<file path="src/hdl/rs485n_pkg.sv">
// ----------------------------------------------------------------------------
// rs485n_pkg
// Shared constants, types and helpers for the register node with encoder.
// ----------------------------------------------------------------------------
package rs485n_pkg;

  localparam int PACKET_LEN        = 5;
  localparam int QUEUE_DEPTH_DFLT  = 4;

  localparam int BYTE_CNT_W = $clog2(PACKET_LEN);
  localparam int PKT_IDX_W  = $clog2(PACKET_LEN - 1);

  localparam logic [7:0] MASTER_ADDR   = 8'd1;
  localparam logic [7:0] CMD_READ      = 8'd10;
  localparam logic [7:0] CMD_WRITE     = 8'd20;
  localparam logic [7:0] CMD_ADDR      = 8'd30;
  localparam logic [7:0] CODE_REGS     = 8'd50;
  localparam logic [7:0] CODE_ACK      = 8'd60;
  localparam logic [7:0] ADDR_RESET    = 8'd50;
  localparam logic [7:0] TIMEOUT_RESET = 8'd32;
  localparam logic [7:0] BYTE_MAX      = 8'd255;

  // Item kinds on the command input.
  localparam logic KIND_BYTE = 1'b0;
  localparam logic KIND_TICK = 1'b1;

  // One finished item: the reply (if any) and the register values after it.
  typedef struct packed {
    logic       send;
    logic [7:0] code;
    logic [7:0] data0;
    logic [7:0] data1;
    logic [7:0] check;
    logic [7:0] level;
    logic [7:0] switch_v;
  } job_t;

  typedef struct packed {
    logic empty;
    logic full;
  } q_status_t;

  function automatic logic [7:0] sum4(input logic [7:0] b0, input logic [7:0] b1,
                                      input logic [7:0] b2, input logic [7:0] b3);
    return b0 + b1 + b2 + b3;
  endfunction

endpackage

</file>
<file path="src/hdl/rs485n_front.sv">
// ----------------------------------------------------------------------------
// rs485n_front
// Accepts words, gathers packets, samples the encoder and button, runs
// commands and hands a finished job to the queue.
// ----------------------------------------------------------------------------
module rs485n_front (
  input  logic                clk,
  input  logic                rst,
  input  logic                cfg_we,
  input  logic [7:0]          cfg_wdata,
  input  logic                in_valid,
  output logic                in_ready,
  input  logic                command,
  input  logic [7:0]          rx_byte,
  input  logic [1:0]          encoder_pins,
  input  logic                button_pin,
  input  rs485n_pkg::q_status_t q_stat,
  output logic                push,
  output rs485n_pkg::job_t    job
);

  localparam int BW = rs485n_pkg::BYTE_CNT_W;
  localparam int PW = rs485n_pkg::PKT_IDX_W;

  logic [7:0]    timeout_reg;
  logic [7:0]    node_address, node_address_next;
  logic [7:0]    level_reg, level_next;
  logic [7:0]    switch_reg, switch_next;
  logic [1:0]    prev_phases, prev_phases_next;
  logic          prev_button, prev_button_next;
  logic [BW-1:0] byte_count, byte_count_next;
  logic [7:0]    timeout_count, timeout_count_next;
  logic [7:0]    packet_bytes [rs485n_pkg::PACKET_LEN-1];
  logic          pkt_we;
  logic          accept;
  logic          up, down;
  logic [7:0]    to_sat;
  logic [7:0]    pkt_sum;

  assign in_ready = !q_stat.full;
  assign accept   = in_valid && in_ready;
  assign push     = accept;

  assign pkt_sum = rs485n_pkg::sum4(packet_bytes[0], packet_bytes[1],
                                    packet_bytes[2], packet_bytes[3]);
  assign to_sat  = (timeout_count != rs485n_pkg::BYTE_MAX) ? timeout_count + 8'd1
                                                           : timeout_count;

  // Quadrature decode: one legal step of the Gray sequence moves the level.
  always_comb begin
    up   = 1'b0;
    down = 1'b0;
    unique case (prev_phases)
      2'd3: begin up = (encoder_pins == 2'd1); down = (encoder_pins == 2'd2); end
      2'd2: begin up = (encoder_pins == 2'd3); down = (encoder_pins == 2'd0); end
      2'd1: begin up = (encoder_pins == 2'd0); down = (encoder_pins == 2'd3); end
      default: begin up = (encoder_pins == 2'd2); down = (encoder_pins == 2'd1); end
    endcase
  end

  always_comb begin
    node_address_next  = node_address;
    level_next         = level_reg;
    switch_next        = switch_reg;
    prev_phases_next   = prev_phases;
    prev_button_next   = prev_button;
    byte_count_next    = byte_count;
    timeout_count_next = timeout_count;
    pkt_we             = 1'b0;
    job                = '0;

    if (command == rs485n_pkg::KIND_BYTE) begin
      if (byte_count < BW'(rs485n_pkg::PACKET_LEN - 1)) begin
        if (byte_count == '0) begin
          timeout_count_next = '0;
        end
        pkt_we          = 1'b1;
        byte_count_next = byte_count + BW'(1);
      end else begin
        byte_count_next    = '0;
        timeout_count_next = '0;
        if (pkt_sum == rx_byte && packet_bytes[0] == node_address) begin
          priority if (packet_bytes[1] == rs485n_pkg::CMD_READ) begin
            job.send  = 1'b1;
            job.code  = rs485n_pkg::CODE_REGS;
            job.data0 = level_reg;
            job.data1 = switch_reg;
          end else if (packet_bytes[1] == rs485n_pkg::CMD_WRITE) begin
            level_next  = packet_bytes[2];
            switch_next = packet_bytes[3];
            job.send    = 1'b1;
            job.code    = rs485n_pkg::CODE_ACK;
            job.data0   = node_address;
          end else if (packet_bytes[1] == rs485n_pkg::CMD_ADDR) begin
            node_address_next = packet_bytes[2];
            job.send          = 1'b1;
            job.code          = rs485n_pkg::CODE_ACK;
            job.data0         = packet_bytes[2];
          end else begin
            job.send = 1'b0;
          end
        end
      end
    end else if (byte_count != '0) begin
      // Partial packet pending: count towards the timeout, no sampling.
      if (to_sat >= timeout_reg) begin
        byte_count_next    = '0;
        timeout_count_next = '0;
      end else begin
        timeout_count_next = to_sat;
      end
    end else begin
      if (up && level_reg != rs485n_pkg::BYTE_MAX) begin
        level_next = level_reg + 8'd1;
      end else if (down && level_reg != 8'd0) begin
        level_next = level_reg - 8'd1;
      end
      if (prev_button && !button_pin) begin
        switch_next = (switch_reg == 8'd0) ? 8'd1 : 8'd0;
      end
      prev_phases_next = encoder_pins;
      prev_button_next = button_pin;
    end

    job.check    = rs485n_pkg::sum4(rs485n_pkg::MASTER_ADDR, job.code,
                                    job.data0, job.data1);
    job.level    = level_next;
    job.switch_v = switch_next;
  end

  always_ff @(posedge clk) begin
    if (rst) begin
      timeout_reg   <= rs485n_pkg::TIMEOUT_RESET;
      node_address  <= rs485n_pkg::ADDR_RESET;
      level_reg     <= '0;
      switch_reg    <= '0;
      prev_phases   <= '0;
      prev_button   <= 1'b0;
      byte_count    <= '0;
      timeout_count <= '0;
    end else begin
      if (cfg_we) begin
        timeout_reg <= cfg_wdata;
      end
      if (accept) begin
        node_address  <= node_address_next;
        level_reg     <= level_next;
        switch_reg    <= switch_next;
        prev_phases   <= prev_phases_next;
        prev_button   <= prev_button_next;
        byte_count    <= byte_count_next;
        timeout_count <= timeout_count_next;
      end
    end
  end

  always_ff @(posedge clk) begin
    if (accept && pkt_we) begin
      packet_bytes[byte_count[PW-1:0]] <= rx_byte;
    end
  end

endmodule

</file>
<file path="src/hdl/rs485n_queue.sv">
// ----------------------------------------------------------------------------
// rs485n_queue
// Short first-in first-out queue of jobs between the front and back parts.
// ----------------------------------------------------------------------------
module rs485n_queue #(
  parameter int DEPTH = rs485n_pkg::QUEUE_DEPTH_DFLT
) (
  input  logic                  clk,
  input  logic                  rst,
  input  logic                  push,
  input  rs485n_pkg::job_t      push_job,
  input  logic                  pop,
  output rs485n_pkg::job_t      head,
  output rs485n_pkg::q_status_t q_stat
);

  localparam int AW = (DEPTH > 1) ? $clog2(DEPTH) : 1;
  localparam int CW = $clog2(DEPTH + 1);

  rs485n_pkg::job_t entries [DEPTH];
  logic [AW-1:0]    wr_ptr;
  logic [AW-1:0]    rd_ptr;
  logic [CW-1:0]    count;

  assign head          = entries[rd_ptr];
  assign q_stat.empty  = (count == '0);
  assign q_stat.full   = (count == CW'(DEPTH));

  always_ff @(posedge clk) begin
    if (push) begin
      entries[wr_ptr] <= push_job;
    end
  end

  always_ff @(posedge clk) begin
    if (rst) begin
      wr_ptr <= '0;
      rd_ptr <= '0;
      count  <= '0;
    end else begin
      if (push) begin
        wr_ptr <= (wr_ptr == AW'(DEPTH - 1)) ? '0 : wr_ptr + AW'(1);
      end
      if (pop) begin
        rd_ptr <= (rd_ptr == AW'(DEPTH - 1)) ? '0 : rd_ptr + AW'(1);
      end
      if (push && !pop) begin
        count <= count + CW'(1);
      end else if (pop && !push) begin
        count <= count - CW'(1);
      end
    end
  end

endmodule

</file>
<file path="src/hdl/rs485n_back.sv">
// ----------------------------------------------------------------------------
// rs485n_back
// Turns the job at the head of the queue into one status word or a
// five-word reply on the output channel.
// ----------------------------------------------------------------------------
module rs485n_back (
  input  logic                  clk,
  input  logic                  rst,
  input  rs485n_pkg::job_t      head,
  input  rs485n_pkg::q_status_t q_stat,
  output logic                  pop,
  output logic                  out_valid,
  input  logic                  out_ready,
  output logic                  has_tx_byte,
  output logic [7:0]            tx_byte,
  output logic                  last_of_reply,
  output logic [7:0]            level_value,
  output logic [7:0]            switch_value
);

  localparam int RW = $clog2(rs485n_pkg::PACKET_LEN);

  logic [RW-1:0] idx;
  logic [7:0]    reply_byte;

  always_comb begin
    unique case (idx)
      RW'(0):  reply_byte = rs485n_pkg::MASTER_ADDR;
      RW'(1):  reply_byte = head.code;
      RW'(2):  reply_byte = head.data0;
      RW'(3):  reply_byte = head.data1;
      default: reply_byte = head.check;
    endcase
  end

  assign out_valid     = !q_stat.empty;
  assign has_tx_byte   = head.send;
  assign tx_byte       = head.send ? reply_byte : 8'd0;
  assign last_of_reply = !head.send || (idx == RW'(rs485n_pkg::PACKET_LEN - 1));
  assign level_value   = head.level;
  assign switch_value  = head.switch_v;
  assign pop           = out_valid && out_ready && last_of_reply;

  always_ff @(posedge clk) begin
    if (rst) begin
      idx <= '0;
    end else if (out_valid && out_ready) begin
      idx <= last_of_reply ? '0 : idx + RW'(1);
    end
  end

endmodule

</file>
<file path="src/hdl/rs485_register_node_with_encoder.sv">
// ----------------------------------------------------------------------------
// rs485_register_node_with_encoder
// Bus slave node: packet receiver, encoder and button sampler, reply sender.
// ----------------------------------------------------------------------------
// The input channel carries one word per serial byte (command low) or timer
// tick (command high, with encoder and button samples). Each accepted word
// gives either one status word on the output channel or, for a packet that
// calls for an answer, a five-word reply with last_of_reply on the final one.
// Every output word carries the level and switch registers after its item.
// The front part works on a word in the cycle it is accepted; its job goes
// into a queue of QUEUE_DEPTH entries and reaches the output once it is at
// the head of that queue. The input takes one word per cycle while the
// queue has room; the back part sends one output word per cycle while
// out_ready is high, so a reply holds the output for its five words.
// When the receiver stalls, the queue fills and in_ready falls; nothing is
// lost. Reset clears the queue, empties any partial packet and sets the
// address to 50, the timeout to 32 ticks and both registers to zero.
// cfg_we writes the timeout register at once and should only be used idle.
// ----------------------------------------------------------------------------
module rs485_register_node_with_encoder #(
  parameter int QUEUE_DEPTH = rs485n_pkg::QUEUE_DEPTH_DFLT
) (
  input  logic       clk,
  input  logic       rst,
  input  logic       cfg_we,
  input  logic [7:0] cfg_wdata,
  input  logic       in_valid,
  output logic       in_ready,
  input  logic       command,
  input  logic [7:0] rx_byte,
  input  logic [1:0] encoder_pins,
  input  logic       button_pin,
  output logic       out_valid,
  input  logic       out_ready,
  output logic       has_tx_byte,
  output logic [7:0] tx_byte,
  output logic       last_of_reply,
  output logic [7:0] level_value,
  output logic [7:0] switch_value
);

  rs485n_pkg::job_t      push_job;
  rs485n_pkg::job_t      head;
  rs485n_pkg::q_status_t q_stat;
  logic                  push;
  logic                  pop;

  rs485n_front u_front (
    .clk          (clk),
    .rst          (rst),
    .cfg_we       (cfg_we),
    .cfg_wdata    (cfg_wdata),
    .in_valid     (in_valid),
    .in_ready     (in_ready),
    .command      (command),
    .rx_byte      (rx_byte),
    .encoder_pins (encoder_pins),
    .button_pin   (button_pin),
    .q_stat       (q_stat),
    .push         (push),
    .job          (push_job)
  );

  rs485n_queue #(
    .DEPTH (QUEUE_DEPTH)
  ) u_queue (
    .clk      (clk),
    .rst      (rst),
    .push     (push),
    .push_job (push_job),
    .pop      (pop),
    .head     (head),
    .q_stat   (q_stat)
  );

  rs485n_back u_back (
    .clk           (clk),
    .rst           (rst),
    .head          (head),
    .q_stat        (q_stat),
    .pop           (pop),
    .out_valid     (out_valid),
    .out_ready     (out_ready),
    .has_tx_byte   (has_tx_byte),
    .tx_byte       (tx_byte),
    .last_of_reply (last_of_reply),
    .level_value   (level_value),
    .switch_value  (switch_value)
  );

  // A status word always closes its item.
  a_status_is_last: assert property (@(posedge clk) disable iff (rst)
    out_valid && !has_tx_byte |-> last_of_reply)
    else $error("status word without last_of_reply");

  // A reply, once started, continues with the next word straight away.
  a_reply_continues: assert property (@(posedge clk) disable iff (rst)
    out_valid && out_ready && !last_of_reply |=> out_valid && has_tx_byte)
    else $error("reply broken off before its last word");

  // The front must not take a word when the queue has no room.
  a_no_overflow: assert property (@(posedge clk) disable iff (rst)
    q_stat.full |-> !in_ready)
    else $error("input accepted with the queue full");

  // Words reach the output only after something was queued.
  a_empty_after_reset: assert property (@(posedge clk) disable iff (rst)
    $past(rst) |-> !out_valid)
    else $error("output word present straight after reset");

endmodule
</file>
<file path="config.mk">
export PLATFORM = sky130hd
export DESIGN_NAME = rs485_register_node_with_encoder
export DESIGN_NICKNAME = d
export VERILOG_FILES = /design/src/hdl/rs485n_pkg.sv /design/src/hdl/rs485n_front.sv /design/src/hdl/rs485n_queue.sv /design/src/hdl/rs485n_back.sv /design/src/hdl/rs485_register_node_with_encoder.sv
export SDC_FILE = /design/constraint.sdc
export NUM_CORES = 1
export LEC_CHECK = 0
export BUFFER_PORTS_ARGS = -buffer_cell sky130_fd_sc_hd__buf_2
export CORE_UTILIZATION = 50
export CTS_CLUSTER_SIZE = 24
export DETAILED_ROUTE_END_ITERATION = 16
export PLACE_DENSITY = 0.66
export RECOVER_POWER = 50
export SLEW_MARGIN = 20
export SYNTH_ARGS = -nofsm -noshare
export SYNTH_HDL_FRONTEND = slang
export SYNTH_SLANG_ARGS = --single-unit
</file>
<file path="constraint.sdc">
create_clock -name clk -period 6.9 [get_ports clk]
set_input_delay 1.38 -clock clk [delete_from_list [all_inputs] [get_ports clk]]
set_output_delay 1.38 -clock clk [all_outputs]
set_load 0.03 [all_outputs]
</file>
==> report_table.html <==
<table>
<tr><th>Metric</th><th>Value</th></tr>
<tr><th colspan="2">Floorplan</th></tr>
<tr><td>Effective utilization at floorplan</td><td>51.7%</td></tr>
<tr><td>Total I/O pin count</td><td>53</td></tr>
<tr><td>Die Span X</td><td>around 160 µm</td></tr>
<tr><td>Die H</td><td>159 µm</td></tr>
<tr><td>Die area</td><td>0.0252 mm²</td></tr>
<tr><td>Core area</td><td>0.0238 mm²</td></tr>
<tr><td>Std-Cell Rows</td><td>between 50 and 60</td></tr>
<tr><th colspan="2">Finish</th></tr>
<tr><td>Final instance count without filler cells</td><td>1,310</td></tr>
<tr><td>Number of fill cells</td><td>1,906</td></tr>
<tr><td>Most frequent standard cell in the layout excluding fill and tap cells</td><td>edfxtp_1</td></tr>
<tr><td>Final Util</td><td>just under 60%</td></tr>
<tr><td>Flip-flop and latch area</td><td>0.00729 mm²</td></tr>
<tr><td>Ratio of cells with drive above 1 in the final layout</td><td>15.0%</td></tr>
<tr><td>Diodes inserted</td><td>0</td></tr>
<tr><td>Area growth from synthesis to layout</td><td>12.0%</td></tr>
<tr><td>Final Net Count</td><td>between 1,000 and 1,500</td></tr>
<tr><td>Highest-count cells in the layout ignoring fill and taps</td><td>edfxtp_1, nand2_1, inv_1, nor2_1, dfxtp_1</td></tr>
<tr><td>Top register by number of flip-flops</td><td>u_queue.entries</td></tr>
<tr><td>Max reg flops</td><td>172</td></tr>
<tr><td>Area of the multi-input gates</td><td>0.00461 mm²</td></tr>
<tr><th colspan="2">Power</th></tr>
<tr><td>Fraction of power spent switching nets</td><td>~28%</td></tr>
<tr><td>Pwr Total</td><td>4150 µW</td></tr>
<tr><td>Switching power summed over all nets</td><td>approximately 1100 µW</td></tr>
<tr><td>Comb pwr share</td><td>19.1%</td></tr>
<tr><td>Sequential fraction of design power</td><td>~47%</td></tr>
<tr><td>Clock share of power</td><td>34.3%</td></tr>
<tr><td>IR Drop Worst-Case VDD</td><td>between 150 and 200 µV</td></tr>
<tr><td>Pwr/cell area</td><td>302 mW/mm²</td></tr>
<tr><td>Int Pwr</td><td>3000 µW</td></tr>
<tr><td>Leak</td><td>0.00503 µW</td></tr>
<tr><th colspan="2">Placement</th></tr>
<tr><td>GPL Wtd Cong</td><td>between 0.8 and 0.9</td></tr>
<tr><td>Quantity of I/O buffers inserted on ports</td><td>between 50 and 60</td></tr>
<tr><td>Dpl hpwl</td><td>17,500 µm</td></tr>
<tr><td>Placed Cells incl. Taps</td><td>about 1,300</td></tr>
<tr><td>Pre-CTS setup slack</td><td>around 320 ps</td></tr>
<tr><th colspan="2">Clock tree</th></tr>
<tr><td>CTS sink count</td><td>262</td></tr>
<tr><td>CTS root buffer</td><td>clkbuf_16</td></tr>
<tr><td>Clock insertion delay at the later pin of the skew report</td><td>530 ps</td></tr>
<tr><td>CTS HTree Levels</td><td>1</td></tr>
<tr><td>Clock transition at path regs</td><td>~60 ps</td></tr>
<tr><td>Setup Buffers After CTS</td><td>0</td></tr>
<tr><td>CTS tree</td><td>yes</td></tr>
<tr><td>Number of resized instances in the post-cts repair step</td><td>0</td></tr>
<tr><td>Total CTS buffers</td><td>28</td></tr>
<tr><td>Buffer depth of the longest clock path</td><td>3</td></tr>
<tr><td>Hold Buf Count CTS</td><td>0</td></tr>
<tr><th colspan="2">STA</th></tr>
<tr><td>Final clock skew</td><td>12.6 ps</td></tr>
<tr><td>Final setup fails</td><td>0</td></tr>
<tr><td>Fraction of the cycle the final worst path needs</td><td>about 94%</td></tr>
<tr><td>RSZ-0062 raised after global routing</td><td>false</td></tr>
<tr><td>Post-layout minimum cycle time</td><td>6460 ps</td></tr>
<tr><td>Pin slew with the least headroom to its limit</td><td>about 2700 ps</td></tr>
<tr><td>Fin. max-slew vios</td><td>187</td></tr>
<tr><td>Setup WS post-layout</td><td>438 ps</td></tr>
<tr><td>F_max</td><td>around 150 MHz</td></tr>
<tr><td>Number of hold violations in the final report</td><td>0</td></tr>
<tr><td>Setup total negative slack</td><td>0 ps</td></tr>
<tr><td>Worst relative slew slack</td><td>-81.5%</td></tr>
<tr><th colspan="2">Synth</th></tr>
<tr><td>Number of distinct library cells after synthesis</td><td>58</td></tr>
<tr><td>Net count after synthesis</td><td>roughly 1,000</td></tr>
<tr><td>Avg Synthesized Cell Area</td><td>13.5 µm²</td></tr>
<tr><td>Combined area of all synthesized cells</td><td>0.0123 mm²</td></tr>
<tr><td>Cells after synthesis</td><td>910</td></tr>
<tr><td>Most used DFF post-synth</td><td>edfxtp_1</td></tr>
<tr><td>Async S/R FF share, synth</td><td>0%</td></tr>
<tr><td>Synth Register Bits</td><td>262</td></tr>
<tr><td>Number of enable-type register cells in the synthesized netlist</td><td>around 200</td></tr>
<tr><td>Sequential share of the synthesized area</td><td>59.4%</td></tr>
<tr><td>Count of synthesis-stage warnings from yosys</td><td>0</td></tr>
<tr><th colspan="2">Routing</th></tr>
<tr><td>Total number of vias</td><td>7,502</td></tr>
<tr><td>DRC violations left</td><td>0</td></tr>
<tr><td>Initial drt markers</td><td>slightly below 600</td></tr>
<tr><td>Antenna Violating Nets Remaining</td><td>0</td></tr>
<tr><td>Post-DR wirelength/cell</td><td>19.6 µm</td></tr>
<tr><td>Number of vias per cell</td><td>approximately 5.7</td></tr>
<tr><td>Number of detailed-routing iterations run before antenna repair</td><td>6</td></tr>
<tr><td>Total Wirelength</td><td>25,600 µm</td></tr>
<tr><th colspan="2">GRT</th></tr>
<tr><td>Largest net degree at the start of global routing</td><td>44</td></tr>
<tr><td>Wire length of the first global-routing pass</td><td>41,000 µm</td></tr>
<tr><td>GR Util All Layers</td><td>21.5%</td></tr>
<tr><td>Via count of the first global-routing pass</td><td>7,497</td></tr>
<tr><td>Global Route met2 Usage</td><td>a little over a third</td></tr>
<tr><td>Global route overflow</td><td>0</td></tr>
<tr><td>Initial antenna violation count</td><td>0</td></tr>
<tr><td>Met1 usage</td><td>about 30%</td></tr>
<tr><td>Top Usage Layer GRT</td><td>met2</td></tr>
<tr><td>Met3 usage</td><td>2.56%</td></tr>
<tr><th colspan="2">Setup path</th></tr>
<tr><td>Required arrival time at the worst endpoint</td><td>7150 ps</td></tr>
<tr><td>Critical path startpoint category</td><td>flop</td></tr>
<tr><td>Critical setup path kind</td><td>reg -&gt; reg</td></tr>
<tr><td>CP Capture Type</td><td>flop</td></tr>
<tr><td>Max Fanout on Critical Path</td><td>8</td></tr>
<tr><td>Worst Reg-to-Reg Cells</td><td>24</td></tr>
<tr><td>Worst path arrival time</td><td>6710 ps</td></tr>
<tr><th colspan="2">Status</th></tr>
<tr><td>Failing checks</td><td>max-capacitance violations, max-slew violations</td></tr>
<tr><td>Result of the run</td><td>finished, violations left</td></tr>
<tr><th colspan="2">Run</th></tr>
<tr><td>Max-cap violation count</td><td>5</td></tr>
<tr><th colspan="2">Min path</th></tr>
<tr><td>Type of the worst min-delay path</td><td>reg -&gt; reg</td></tr>
<tr><td>Min-Delay Path Depth</td><td>2</td></tr>
</table>
-- layer usage --
metal  vias to the layer above  wire length (µm)
li1                       3505                 -
met1                      3783             11800
met2                       181             12400
met3                        33              1010
met4                         0               432
met5                         -                 0
-- Yosys cell counts (8+ instances only) --
cell type | n | area (µm²)
edfxtp_1 | 204 | 6130
nand2_1 | 74 | 278
inv_1 | 66 | 248
nor2_1 | 65 | 244
dfxtp_1 | 58 | 1160
mux4_2 | 43 | 968
ha_1 | 42 | 526
a21oi_1 | 39 | 195
o21ai_0 | 32 | 160
xnor2_1 | 30 | 263
clkbuf_1 | 26 | 97.6
mux2i_1 | 22 | 220
nand3_1 | 22 | 110
fa_1 | 21 | 420
and2_1 | 13 | 81.3
and3_1 | 11 | 68.8
nor3_1 | 11 | 55.1
a22o_1 | 8 | 70.1
xor2_1 | 8 | 70.1
-- critical path, stage by stage, from the launching register on --
cell and delay [ps]:
edfxtp_1 470, fa_1 530, inv_1 60, fa_1 480, inv_1 50, ha_1 210
fa_1 560, xnor2_1 110, nand4_1 90, or4_1 470, a2111oi_4 350, nand3b_2 140
nor2b_2 290, buf_4 200, and2_1 210, inv_1 80, fa_1 490, inv_1 50
ha_1 330, a21o_1 190, a21oi_1 220, o21bai_1 90, a21oi_1 170, xor2_1 190
xnor2_1 140
-- area by class of cell --
cell class / instances / share of cell area, %
clock buffer: 35 / 5.45
tap: 319 / 2.90
sequential: 262 / 53.1
multi-input combinational: 547 / 33.5
clock inverter: 16 / 0.920
inverter: 67 / 1.83
timing repair buffer: 64 / 2.29
-- path summary, 6_finish.rpt --
| path | endpoint | slack, ps | from |
|---|---|---|---|
| worst max-delay path | u_queue.entries[1][23]$_DFFE_PP_ | 440 | u_front.packet_bytes[2][1]$_DFFE_PP_ |
| worst min-delay path | u_front.timeout_reg[5]$_SDFFE_PP1P_ | 490 | u_front.timeout_reg[5]$_SDFFE_PP1P_ |
| worst max register to register | u_queue.entries[1][23]$_DFFE_PP_ | 440 | u_front.packet_bytes[2][1]$_DFFE_PP_ |
| worst min register to register | u_front.timeout_reg[5]$_SDFFE_PP1P_ | 490 | u_front.timeout_reg[5]$_SDFFE_PP1P_ |
-- power groups by stage --
stage / logic [µW] / registers (µW) / clock network (µW)
2_1_floorplan: 631 / 1910 / 0
3_3_place_gp: 804 / 1960 / 0
3_5_place_dp: 808 / 1960 / 0
4_1_cts: 811 / 1930 / 1450
5_1_grt: 866 / 1950 / 1510
6_report: 794 / 1930 / 1420
-- through the flow --
step | hold slack, ps | cell area, µm²
4_1_cts | 497 | 13800
3_5_place_dp | 485 | 12900
2_1_floorplan | 459 | 12300
6_report | 492 | 13700
3_3_place_gp | 475 | 12900
5_1_grt | 523 | 13700
-- kinds of logic after synthesis --
group,share of synthesized area (%)
AOI/OAI and AO/OA,7.85
DFF,59.4
muxes,9.69
adders and majority gates,7.71
and+or+nand+nor,9.16
buffers and inverters,3.12
xor gates and xnor gates,3.08
(Power assumes the default switching activity.)
